## src/rtl/cfb_pkg.sv

```systemverilog
// command frame builder package: transaction types, frame constants and codes
// used by every module of the command frame builder; no dependencies
`default_nettype none

package cfb_pkg;

	localparam int unsigned CMD_W   = 24;
	localparam int unsigned LEN_W   = 16;
	localparam int unsigned BYTE_W  = 8;
	localparam int unsigned MAX_RUN = 11;
	localparam int unsigned CNT_W   = $clog2(MAX_RUN + 1);
	localparam int unsigned ADDR_W  = 3;
	localparam int unsigned DATA_W  = 32;

	localparam logic [BYTE_W-1:0] SYNC_A  = 8'h7E;
	localparam logic [BYTE_W-1:0] SYNC_B  = 8'hE7;
	localparam logic [BYTE_W-1:0] TRAILER = 8'h0D;

	localparam logic [CNT_W-1:0] RUN_HEADER = CNT_W'(8);
	localparam logic [CNT_W-1:0] RUN_FULL   = CNT_W'(11);
	localparam logic [CNT_W-1:0] RUN_BYTE   = CNT_W'(1);
	localparam logic [CNT_W-1:0] RUN_CLOSE  = CNT_W'(4);

	typedef enum logic {
		OP_START   = 1'b0,
		OP_PAYLOAD = 1'b1
	} op_t;

	typedef enum logic {
		REG_CMD_A = 1'b0,
		REG_CMD_B = 1'b1
	} reg_sel_t;

	typedef struct packed {
		op_t               operation;
		logic [CMD_W-1:0]  command_code;
		logic [LEN_W-1:0]  payload_length;
		logic [BYTE_W-1:0] payload_byte;
	} item_t;

	typedef struct packed {
		logic [BYTE_W-1:0] frame_byte;
		logic              last_of_run;
	} result_t;

	typedef struct packed {
		logic [MAX_RUN-1:0][BYTE_W-1:0] bytes;
		logic [CNT_W-1:0]               count;
	} run_t;

	typedef struct packed {
		logic [CMD_W-1:0] accepted_command_a;
		logic [CMD_W-1:0] accepted_command_b;
	} cmd_cfg_t;

	typedef struct packed {
		logic frame_open;
		logic frame_rejected;
		logic remaining_zero;
	} status_t;

endpackage

`default_nettype wire

```

## src/rtl/cfb_regs.sv

```systemverilog
// command frame builder configuration registers behind an apb-style port
// depends on cfb_pkg
`default_nettype none

module cfb_regs (
	input  wire logic                         clk,
	input  wire logic                         arst_n,
	input  wire logic                         psel,
	input  wire logic                         penable,
	input  wire logic                         pwrite,
	input  wire logic [cfb_pkg::ADDR_W-1:0]   paddr,
	input  wire logic [cfb_pkg::DATA_W-1:0]   pwdata,
	output logic      [cfb_pkg::DATA_W-1:0]   prdata,
	output logic                              pready,
	output cfb_pkg::cmd_cfg_t                 cfg
);

	logic               wr_en;
	cfb_pkg::reg_sel_t  sel;

	assign pready = 1'b1;
	assign wr_en  = psel && penable && pwrite;
	assign sel    = cfb_pkg::reg_sel_t'(paddr[2]);

	always_ff @(posedge clk or negedge arst_n) begin
		if (!arst_n) begin
			cfg <= '0;
		end else if (wr_en) begin
			unique case (sel)
				cfb_pkg::REG_CMD_A: cfg.accepted_command_a <= pwdata[cfb_pkg::CMD_W-1:0];
				cfb_pkg::REG_CMD_B: cfg.accepted_command_b <= pwdata[cfb_pkg::CMD_W-1:0];
				default: ;
			endcase
		end
	end

	always_comb begin
		prdata = '0;
		unique case (sel)
			cfb_pkg::REG_CMD_A: prdata = cfb_pkg::DATA_W'(cfg.accepted_command_a);
			cfb_pkg::REG_CMD_B: prdata = cfb_pkg::DATA_W'(cfg.accepted_command_b);
			default: prdata = '0;
		endcase
	end

endmodule

`default_nettype wire

```

## src/rtl/cfb_framer.sv

```systemverilog
// command frame builder input stage: registers one transaction, keeps frame
// state and builds the run of bytes it causes; depends on cfb_pkg
`default_nettype none

module cfb_framer (
	input  wire logic              clk,
	input  wire logic              arst_n,
	input  wire logic              item_valid,
	output logic                   item_stall,
	input  wire cfb_pkg::item_t    item,
	input  wire cfb_pkg::cmd_cfg_t cfg,
	input  wire logic              run_free,
	output logic                   run_load,
	output cfb_pkg::run_t          run,
	output cfb_pkg::status_t       status
);

	logic                          valid_s1;
	cfb_pkg::item_t                item_s1;
	logic                          adv;

	logic                          open_q;
	logic                          rejected_q;
	logic [cfb_pkg::LEN_W-1:0]     remaining_q;
	logic [cfb_pkg::BYTE_W-1:0]    xor_q;
	logic [cfb_pkg::BYTE_W-1:0]    sum_q;

	logic                          open_d;
	logic                          rejected_d;
	logic [cfb_pkg::LEN_W-1:0]     remaining_d;
	logic [cfb_pkg::BYTE_W-1:0]    xor_d;
	logic [cfb_pkg::BYTE_W-1:0]    sum_d;

	logic [cfb_pkg::BYTE_W-1:0]    c2, c1, c0, l1, l0, pb;
	logic [cfb_pkg::BYTE_W-1:0]    hdr_xor, hdr_sum, pay_xor, pay_sum;
	logic [cfb_pkg::LEN_W-1:0]     rem_dec;
	logic                          match;
	logic                          len_zero;

	assign c2 = item_s1.command_code[23:16];
	assign c1 = item_s1.command_code[15:8];
	assign c0 = item_s1.command_code[7:0];
	assign l1 = item_s1.payload_length[15:8];
	assign l0 = item_s1.payload_length[7:0];
	assign pb = item_s1.payload_byte;

	assign hdr_xor  = c2 ^ c1 ^ c0 ^ l1 ^ l0;
	assign hdr_sum  = c2 + c1 + c0 + l1 + l0;
	assign pay_xor  = xor_q ^ pb;
	assign pay_sum  = sum_q + pb;
	assign rem_dec  = remaining_q - cfb_pkg::LEN_W'(1);
	assign match    = (item_s1.command_code == cfg.accepted_command_a) ||
	                  (item_s1.command_code == cfg.accepted_command_b);
	assign len_zero = (item_s1.payload_length == '0);

	always_comb begin
		run         = '0;
		open_d      = open_q;
		rejected_d  = rejected_q;
		remaining_d = remaining_q;
		xor_d       = xor_q;
		sum_d       = sum_q;
		unique case (item_s1.operation)
			cfb_pkg::OP_START: begin
				remaining_d = item_s1.payload_length;
				open_d      = match && !len_zero;
				rejected_d  = !match && !len_zero;
				xor_d       = match ? hdr_xor : '0;
				sum_d       = match ? hdr_sum : '0;
				if (match) begin
					run.bytes[0] = cfb_pkg::SYNC_A;
					run.bytes[1] = cfb_pkg::SYNC_B;
					run.bytes[2] = cfb_pkg::SYNC_A;
					run.bytes[3] = c2;
					run.bytes[4] = c1;
					run.bytes[5] = c0;
					run.bytes[6] = l1;
					run.bytes[7] = l0;
					if (len_zero) begin
						run.bytes[8]  = hdr_xor;
						run.bytes[9]  = hdr_sum;
						run.bytes[10] = cfb_pkg::TRAILER;
						run.count     = cfb_pkg::RUN_FULL;
					end else begin
						run.count     = cfb_pkg::RUN_HEADER;
					end
				end
			end
			cfb_pkg::OP_PAYLOAD: begin
				priority if (open_q) begin
					remaining_d  = rem_dec;
					xor_d        = pay_xor;
					sum_d        = pay_sum;
					run.bytes[0] = pb;
					if (rem_dec == '0) begin
						open_d       = 1'b0;
						run.bytes[1] = pay_xor;
						run.bytes[2] = pay_sum;
						run.bytes[3] = cfb_pkg::TRAILER;
						run.count    = cfb_pkg::RUN_CLOSE;
					end else begin
						run.count    = cfb_pkg::RUN_BYTE;
					end
				end else if (rejected_q) begin
					remaining_d = rem_dec;
					if (rem_dec == '0) begin
						rejected_d = 1'b0;
					end
				end else begin
				end
			end
			default: ;
		endcase
	end

	assign adv        = valid_s1 && ((run.count == '0) || run_free);
	assign run_load   = adv && (run.count != '0);
	assign item_stall = valid_s1 && !adv;

	always_ff @(posedge clk or negedge arst_n) begin
		if (!arst_n) begin
			valid_s1    <= 1'b0;
			open_q      <= 1'b0;
			rejected_q  <= 1'b0;
			remaining_q <= '0;
			xor_q       <= '0;
			sum_q       <= '0;
		end else begin
			if (!valid_s1 || adv) begin
				valid_s1 <= item_valid;
			end
			if (adv) begin
				open_q      <= open_d;
				rejected_q  <= rejected_d;
				remaining_q <= remaining_d;
				xor_q       <= xor_d;
				sum_q       <= sum_d;
			end
		end
	end

	always_ff @(posedge clk) begin
		if (!valid_s1 || adv) begin
			item_s1 <= item;
		end
	end

	assign status.frame_open     = open_q;
	assign status.frame_rejected = rejected_q;
	assign status.remaining_zero = (remaining_q == '0);

endmodule

`default_nettype wire

```

## src/rtl/cfb_serializer.sv

```systemverilog
// command frame builder output stage: holds one run of bytes and shifts it
// out one result transaction per cycle while result_stall is low; depends on cfb_pkg
`default_nettype none

module cfb_serializer (
	input  wire logic                     clk,
	input  wire logic                     arst_n,
	input  wire logic                     run_load,
	input  wire cfb_pkg::run_t            run,
	output logic                          run_free,
	output logic                          result_valid,
	input  wire logic                     result_stall,
	output cfb_pkg::result_t              result,
	output logic [cfb_pkg::CNT_W-1:0]     run_count
);

	logic [cfb_pkg::MAX_RUN-1:0][cfb_pkg::BYTE_W-1:0] data_q;
	logic [cfb_pkg::CNT_W-1:0]                        cnt_q;
	logic                                             take;

	assign result_valid       = (cnt_q != '0);
	assign take               = result_valid && !result_stall;
	assign run_free           = (cnt_q == '0) || (take && (cnt_q == cfb_pkg::RUN_BYTE));
	assign result.frame_byte  = data_q[0];
	assign result.last_of_run = (cnt_q == cfb_pkg::RUN_BYTE);
	assign run_count          = cnt_q;

	always_ff @(posedge clk or negedge arst_n) begin
		if (!arst_n) begin
			cnt_q <= '0;
		end else if (run_load) begin
			cnt_q <= run.count;
		end else if (take) begin
			cnt_q <= cnt_q - cfb_pkg::CNT_W'(1);
		end
	end

	always_ff @(posedge clk) begin
		if (run_load) begin
			data_q <= run.bytes;
		end else if (take) begin
			data_q <= {cfb_pkg::BYTE_W'(0), data_q[cfb_pkg::MAX_RUN-1:1]};
		end
	end

endmodule

`default_nettype wire

```

## src/rtl/command_frame_builder_top.sv

```systemverilog
// command frame builder: an item is registered in the framer, then its run is
// loaded into the serializer and its bytes go out one per cycle unless stalled
// one item per cycle while each item causes at most one byte and no result stall;
// a start item loads a run of 8 or 11 bytes, a closing payload a run of 4
// asynchronous active-low reset clears frame state, registers and all valids
// depends on cfb_pkg, cfb_regs, cfb_framer, cfb_serializer
`default_nettype none

module command_frame_builder_top (
	input  wire logic                       clk,
	input  wire logic                       arst_n,
	input  wire logic                       item_valid,
	output logic                            item_stall,
	input  wire cfb_pkg::item_t             item,
	output logic                            result_valid,
	input  wire logic                       result_stall,
	output cfb_pkg::result_t                result,
	input  wire logic                       psel,
	input  wire logic                       penable,
	input  wire logic                       pwrite,
	input  wire logic [cfb_pkg::ADDR_W-1:0] paddr,
	input  wire logic [cfb_pkg::DATA_W-1:0] pwdata,
	output logic      [cfb_pkg::DATA_W-1:0] prdata,
	output logic                            pready
);

	cfb_pkg::cmd_cfg_t           cfg;
	cfb_pkg::run_t               run;
	cfb_pkg::status_t            status;
	logic                        run_load;
	logic                        run_free;
	logic [cfb_pkg::CNT_W-1:0]   run_count;

	cfb_regs u_regs (
		.clk     (clk),
		.arst_n  (arst_n),
		.psel    (psel),
		.penable (penable),
		.pwrite  (pwrite),
		.paddr   (paddr),
		.pwdata  (pwdata),
		.prdata  (prdata),
		.pready  (pready),
		.cfg     (cfg)
	);

	cfb_framer u_framer (
		.clk        (clk),
		.arst_n     (arst_n),
		.item_valid (item_valid),
		.item_stall (item_stall),
		.item       (item),
		.cfg        (cfg),
		.run_free   (run_free),
		.run_load   (run_load),
		.run        (run),
		.status     (status)
	);

	cfb_serializer u_serializer (
		.clk          (clk),
		.arst_n       (arst_n),
		.run_load     (run_load),
		.run          (run),
		.run_free     (run_free),
		.result_valid (result_valid),
		.result_stall (result_stall),
		.result       (result),
		.run_count    (run_count)
	);

`ifndef ASSERT_OFF
	a_open_or_rejected: assert property (@(posedge clk) disable iff (!arst_n)
		!(status.frame_open && status.frame_rejected))
		else $error("frame both open and rejected");

	a_pending_count: assert property (@(posedge clk) disable iff (!arst_n)
		(status.frame_open || status.frame_rejected) |-> !status.remaining_zero)
		else $error("frame pending with no bytes remaining");

	a_run_bound: assert property (@(posedge clk) disable iff (!arst_n)
		run_count <= cfb_pkg::RUN_FULL)
		else $error("run longer than a full frame");

	a_load_when_free: assert property (@(posedge clk) disable iff (!arst_n)
		run_load |-> run_free)
		else $error("run loaded over unsent bytes");
`endif

endmodule

`default_nettype wire

```

## config.mk

```make
export PLATFORM = sky130hd
export DESIGN_NAME = command_frame_builder_top
export DESIGN_NICKNAME = d
export VERILOG_FILES = /design/src/rtl/cfb_pkg.sv /design/src/rtl/cfb_regs.sv /design/src/rtl/cfb_framer.sv /design/src/rtl/cfb_serializer.sv /design/src/rtl/command_frame_builder_top.sv
export SDC_FILE = /design/constraint.sdc
export NUM_CORES = 1
export LEC_CHECK = 0
export BUFFER_PORTS_ARGS = -buffer_cell sky130_fd_sc_hd__buf_2
export CAP_MARGIN = 15
export CORE_MARGIN = 8
export CORE_UTILIZATION = 53
export CTS_CLUSTER_DIAMETER = 50
export CTS_CLUSTER_SIZE = 20
export DETAILED_ROUTE_END_ITERATION = 6
export HOLD_SLACK_MARGIN = 0.06
export PLACE_DENSITY = 0.76
export SKIP_CTS_REPAIR_TIMING = 1
export SYNTH_ARGS = -nofsm -noshare
export SYNTH_HDL_FRONTEND = slang
export SYNTH_HIERARCHICAL = 1
export SYNTH_SLANG_ARGS = --single-unit
```

## constraint.sdc

```tcl
create_clock -name clk -period 7.1 [get_ports clk]
set_clock_uncertainty 0.2 [all_clocks]
set_input_delay 0.71 -clock clk [delete_from_list [all_inputs] [get_ports clk]]
set_output_delay 0.71 -clock clk [all_outputs]
set_load 0.05 [all_outputs]
```

* After elaboration in Yosys (flattened, before gate mapping)
Index checks and enable logic that the tools add are counted. Widths: inputs -> output; s select.
Cells by class: add/sub/neg operators 7, equality and inequality tests 6, muxes and demuxes 28, bitwise gates (word level) 7, reductions and logical operators 30
Operators with widths (count):
- $mux 88 | 2
- $mux 92 | 1
- $pmux 36 s2 | 1
- $pmux 32 s2 | 1
- $mux 56 | 1
- $eq 24x24->1 | 2
- $add 8x8->8 | 5
- $mux 20 | 2
- $xor 8x8->8 | 5
- $mux 36 | 1
- $logic_not 16->1 | 2
- $mux 16 | 2
- $mux 8 | 4
- $pmux 16 s2 | 1
- $pmux 8 s2 | 2
- $sub 16x1->16 const B | 1
- $reduce_and 2->1 | 5
- $logic_and 1x1->1 | 9
- $logic_not 4->1 | 2
- $mux 4 | 2
- $reduce_bool 4->1 | 2
- $logic_not 1->1 | 5
- $eq 4x1->1 const B | 1
- $logic_or 1x1->1 | 4
- 9 further kinds | 15
Storage, ports and cells: bits in registers 224, input bits 91, output and inout bits 44, logic and storage cells 102

* Logic depth before layout (Yosys ltp)
word-level depth 12, mapped depth 16

* Modules after synthesis
Netlist, hierarchy kept.
Modules (own cells, without submodules):
- cfb_framer | instances 1, cells an instance 665, area an instance 6226.0 µm²
- cfb_serializer | instances 1, cells an instance 227, area an instance 4023.9 µm²
- cfb_regs | instances 1, cells an instance 140, area an instance 2273.4 µm²

* Worst setup path before layout
No wires, ideal clock.
kind flip-flop to flip-flop, start point register u_serializer.cnt_q (netlist bit u_serializer/run_count[0]), end point register u_serializer/data_q[10] (netlist name) (enable), setup time 0.656 ns, arrival time 6.989 ns, data required time 6.244 ns, slack -0.745 ns, stages on the path, launching flop included 5, path buffers 0, cell sequence dfrtp_1 inv_1 ha_1 nor3b_2 o21ai_0
On the way: cells in the longest elaborated chain, start to end 8
Ends and longest elaborated chain:
- from (decl) | line cfb_serializer.sv:18 | logic [cfb_pkg::CNT_W-1:0] cnt_q;
- from (signal assigned) | line cfb_serializer.sv:32 | cnt_q <= run.count;
- from (signal assigned) | line cfb_serializer.sv:34 | cnt_q <= cnt_q - cfb_pkg::CNT_W'(1);
- $reduce_bool 4->1 | line cfb_serializer.sv:21 | assign result_valid = (cnt_q != '0);
- $logic_and 1x1->1 | line cfb_serializer.sv:22 | assign take = result_valid && !result_stall;
- $logic_and 1x1->1 | line cfb_serializer.sv:23 | assign run_free = (cnt_q == '0) || (take && (cnt_q == cfb_pkg::RUN_BYTE));
- $logic_or 1x1->1 | line cfb_serializer.sv:23
- $logic_or 1x1->1 | line cfb_framer.sv:116 | assign adv = valid_s1 && ((run.count == '0) || run_free);
- $logic_and 1x1->1 | line cfb_framer.sv:116
- $logic_and 1x1->1 | line cfb_framer.sv:117 | assign run_load = adv && (run.count != '0);
- $reduce_bool 2->1 (no line) (*)
- to (signal assigned) | line cfb_serializer.sv:40 | data_q <= run.bytes;
- to (signal assigned) | line cfb_serializer.sv:42 | data_q <= {cfb_pkg::BYTE_W'(0), data_q[cfb_pkg::MAX_RUN-1:1]};
- to (decl) | line cfb_serializer.sv:17 | logic [cfb_pkg::MAX_RUN-1:0][cfb_pkg::BYTE_W-1:0] data_q;
Mark *: on every way between the ends. The rest lies on a longest branch, timed or not. A chain may end at the register's enable or synchronous reset.

==> results.json <==
{
  "outcome": "finished, final reports clean",
  "drt_wl_total_um": 29000,
  "track_usage_pct": 20.2,
  "postPlaceCellArea_mm2": 0.0132,
  "die_height_um": 170,
  "antenna_left": 0,
  "antenna_found_initial": 0,
  "grt_pass1_wl_um": 46200,
  "max_stage_delay_ns": 0.74,
  "hpwl_um": 20200,
  "cts_buffers": 25,
  "grt_setup_unrepaired": "false",
  "critPathRequiredTime_ns": 6.19,
  "grt_overflow": 0,
  "min_period_ns": 5.20,
  "worstPathArrival_ns": 4.29,
  "maxSlewHeadroom_pct": 36.1,
  "max_cap_violations": 0,
  "clock-sinks": 224,
  "initial_core_util_pct": 53.6,
  "cts_root_buf": "clkbuf_16",
  "cts_tree": "built",
  "antenna_cells": 0,
  "routed_via_density": 5.54,
  "cts.path.max_buffers": 3,
  "drc": 0,
  "hold_viol_final": 0,
  "fin_nets": 1257,
  "finalSetupViolations": 0,
  "num_rows": 56,
  "holdWs_ns": 0.151,
  "die_w_um": 170,
  "syn_inst": 1029,
  "coreArea_mm2": 0.0233,
  "ir_worst_vdd_v": 0.000296,
  "grt_pass1_vias": 8448,
  "drive_gt1_share_pct": 30.3,
  "cp_cell_sequence": "xnor2_1, nand4_1, nor4_1, a32oi_4, buf_4, inv_2, nor2_1, nor3b_1, buf_2",
  "synth_area_mm2": 0.0125,
  "clk_pin_slew_ns": 0.08,
  "place_congestion": 0.833,
  "slew_viol_final": 0,
  "leakagePower_nw": 5.79,
  "nFillCells": 1818,
  "die_area_mm2": 0.0288,
  "grt_max_degree": 71,
  "num_vias": 8107,
  "cp_max_fo": 55,
  "worst-slew-pin-transition_ns": 0.958,
  "clk_latency_ns": 0.53,
  "portBuffers": 115,
  "tns_ns": 0,
  "firstDrtPassIters": 7,
  "critPathSlowestCell": "nor4_1",
  "endpoint_kind": "output port",
  "drt_iter0_drc": 717,
  "finalPower_w": 0.00613,
  "power_density_mw_per_mm2": 435,
  "avgSynthCellArea_um2": 12.2,
  "synth_warnings": 6,
  "cts_max_level": 1,
  "start_kind": "flip-flop",
  "num_io_pins": 135,
  "post-route-cell-area_mm2": 0.0141,
  "fmax_mhz": 192,
  "wire_per_inst_um": 19.8,
  "area_delta_synth_final_pct": 12.8,
  "crit_type": "flip-flop to output port",
  "timing.final.crit_share_pct": 73.3,
  "hold_class": "input pin to flip-flop"
}
## sequential cells by signal, summed over array words and instances, names as in the netlist
register and cells:
u_framer/sum_q 8, u_framer/c0 8, u_framer/item_s1 17, u_serializer/result 8
u_framer/c1 8, u_framer/rejected_q 1, u_framer/xor_q 8, u_framer/remaining_q 16
u_framer/pb 8, u_framer/open_q 1, u_regs/cfg 48, u_framer/c2 8
u_serializer/run_count 4, u_framer/valid_s1 1, u_serializer/data_q 80
## path summary, 6_finish.rpt
| path | startpoint | endpoint | slack [ns] | cells after the start |
|---|---|---|---|---|
| worst min-delay path | item[11] | u_framer/item_s1[11]$_DFFE_PP_ | 0.15 | 1 |
| min in group asynchronous | arst_n | u_framer/sum_q[3]$_DFFE_PN0P_ | 0.50 | 2 |
| worst min register to register | u_framer/rejected_q$_DFFE_PN0P_ | u_framer/rejected_q$_DFFE_PN0P_ | 0.31 | 1 |
| worst max register to register | u_framer/c1[2]$_DFFE_PP_ | u_serializer/data_q[79]$_DFFE_PP_ | 1.97 | 11 |
| max in group asynchronous | arst_n | u_regs/cfg[39]$_DFFE_PN0P_ | 5.07 | 3 |
| worst max-delay path | u_framer/c1[2]$_DFFE_PP_ | item_stall | 1.90 | 9 |
## metal layers
layer / part of all wire, % / GRT usage, % / up-vias / wire [um]
li1: - / - / 3799 / -
met1: 45 / 27.7 / 4005 / 13000
met2: 46 / 32.2 / 254 / 13400
met3: 6.2 / 3.68 / 49 / 1800
met4: 3.0 / 6.73 / 0 / 861
met5: 0 / 0 / - / 0
## critical path: cells and delay by family, from the launching register on
| kind | cells | cell delay [ns] |
|---|---|---|
| AO/OA/AOI/OAI | 1 | 0.17 |
| XOR/XNOR | 1 | 0.36 |
| flip-flops | 1 | 0.53 |
| buffers and inverters | 3 | 1.11 |
| AND/OR/NAND/NOR | 4 | 1.52 |
## placed cells by master (no fill, tap or decap), drive strengths merged, types with 7 or more instances in the layout
cell type	instances
mux2	153
edfxtp	137
buf	125
xnor2	97
dfrtp	87
inv	87
nor2	75
o21ai	47
nand2	36
clkbuf	26
and2	23
fa	21
ha	19
nor3	18
a21oi	17
nand4	16
conb	14
a21o	11
nor4	11
nand2b	10
a221o	10
nand3	9
o22a	8
xor2	8
nor3b	7
## metrics by stage
step | instances | setup WS (ns) | util [%]
after floorplan | 1040 | 0.788 | -
after global placement | 1416 | 2.04 | 56.5
after detailed placement | 1416 | 2.03 | 56.5
after CTS | 1461 | 1.94 | 60.3
after global routing | 1463 | 1.79 | 60.4
final | 1463 | 1.90 | 60.4
## layout make-up
class / count / area [um^2] / area share, %
clock buffers: 26 / 639 / 4.53
clock inverters: 19 / 245 / 1.74
inverters: 79 / 297 / 2.10
multi-input cells: 670 / 5550 / 39.4
flip-flops and latches: 224 / 6290 / 44.6
well taps: 319 / 399 / 2.83
repair buffers: 126 / 676 / 4.79
## power by group
group          switching (W)  leakage (nW)  internal (W)  total (W)
Sequential          0.000363          2.43       0.00190    0.00227
Clock               0.000583         0.427      0.000792    0.00138
Combinational        0.00144          2.93       0.00104    0.00249
Note: power is estimated with default switching activity, not from simulation.
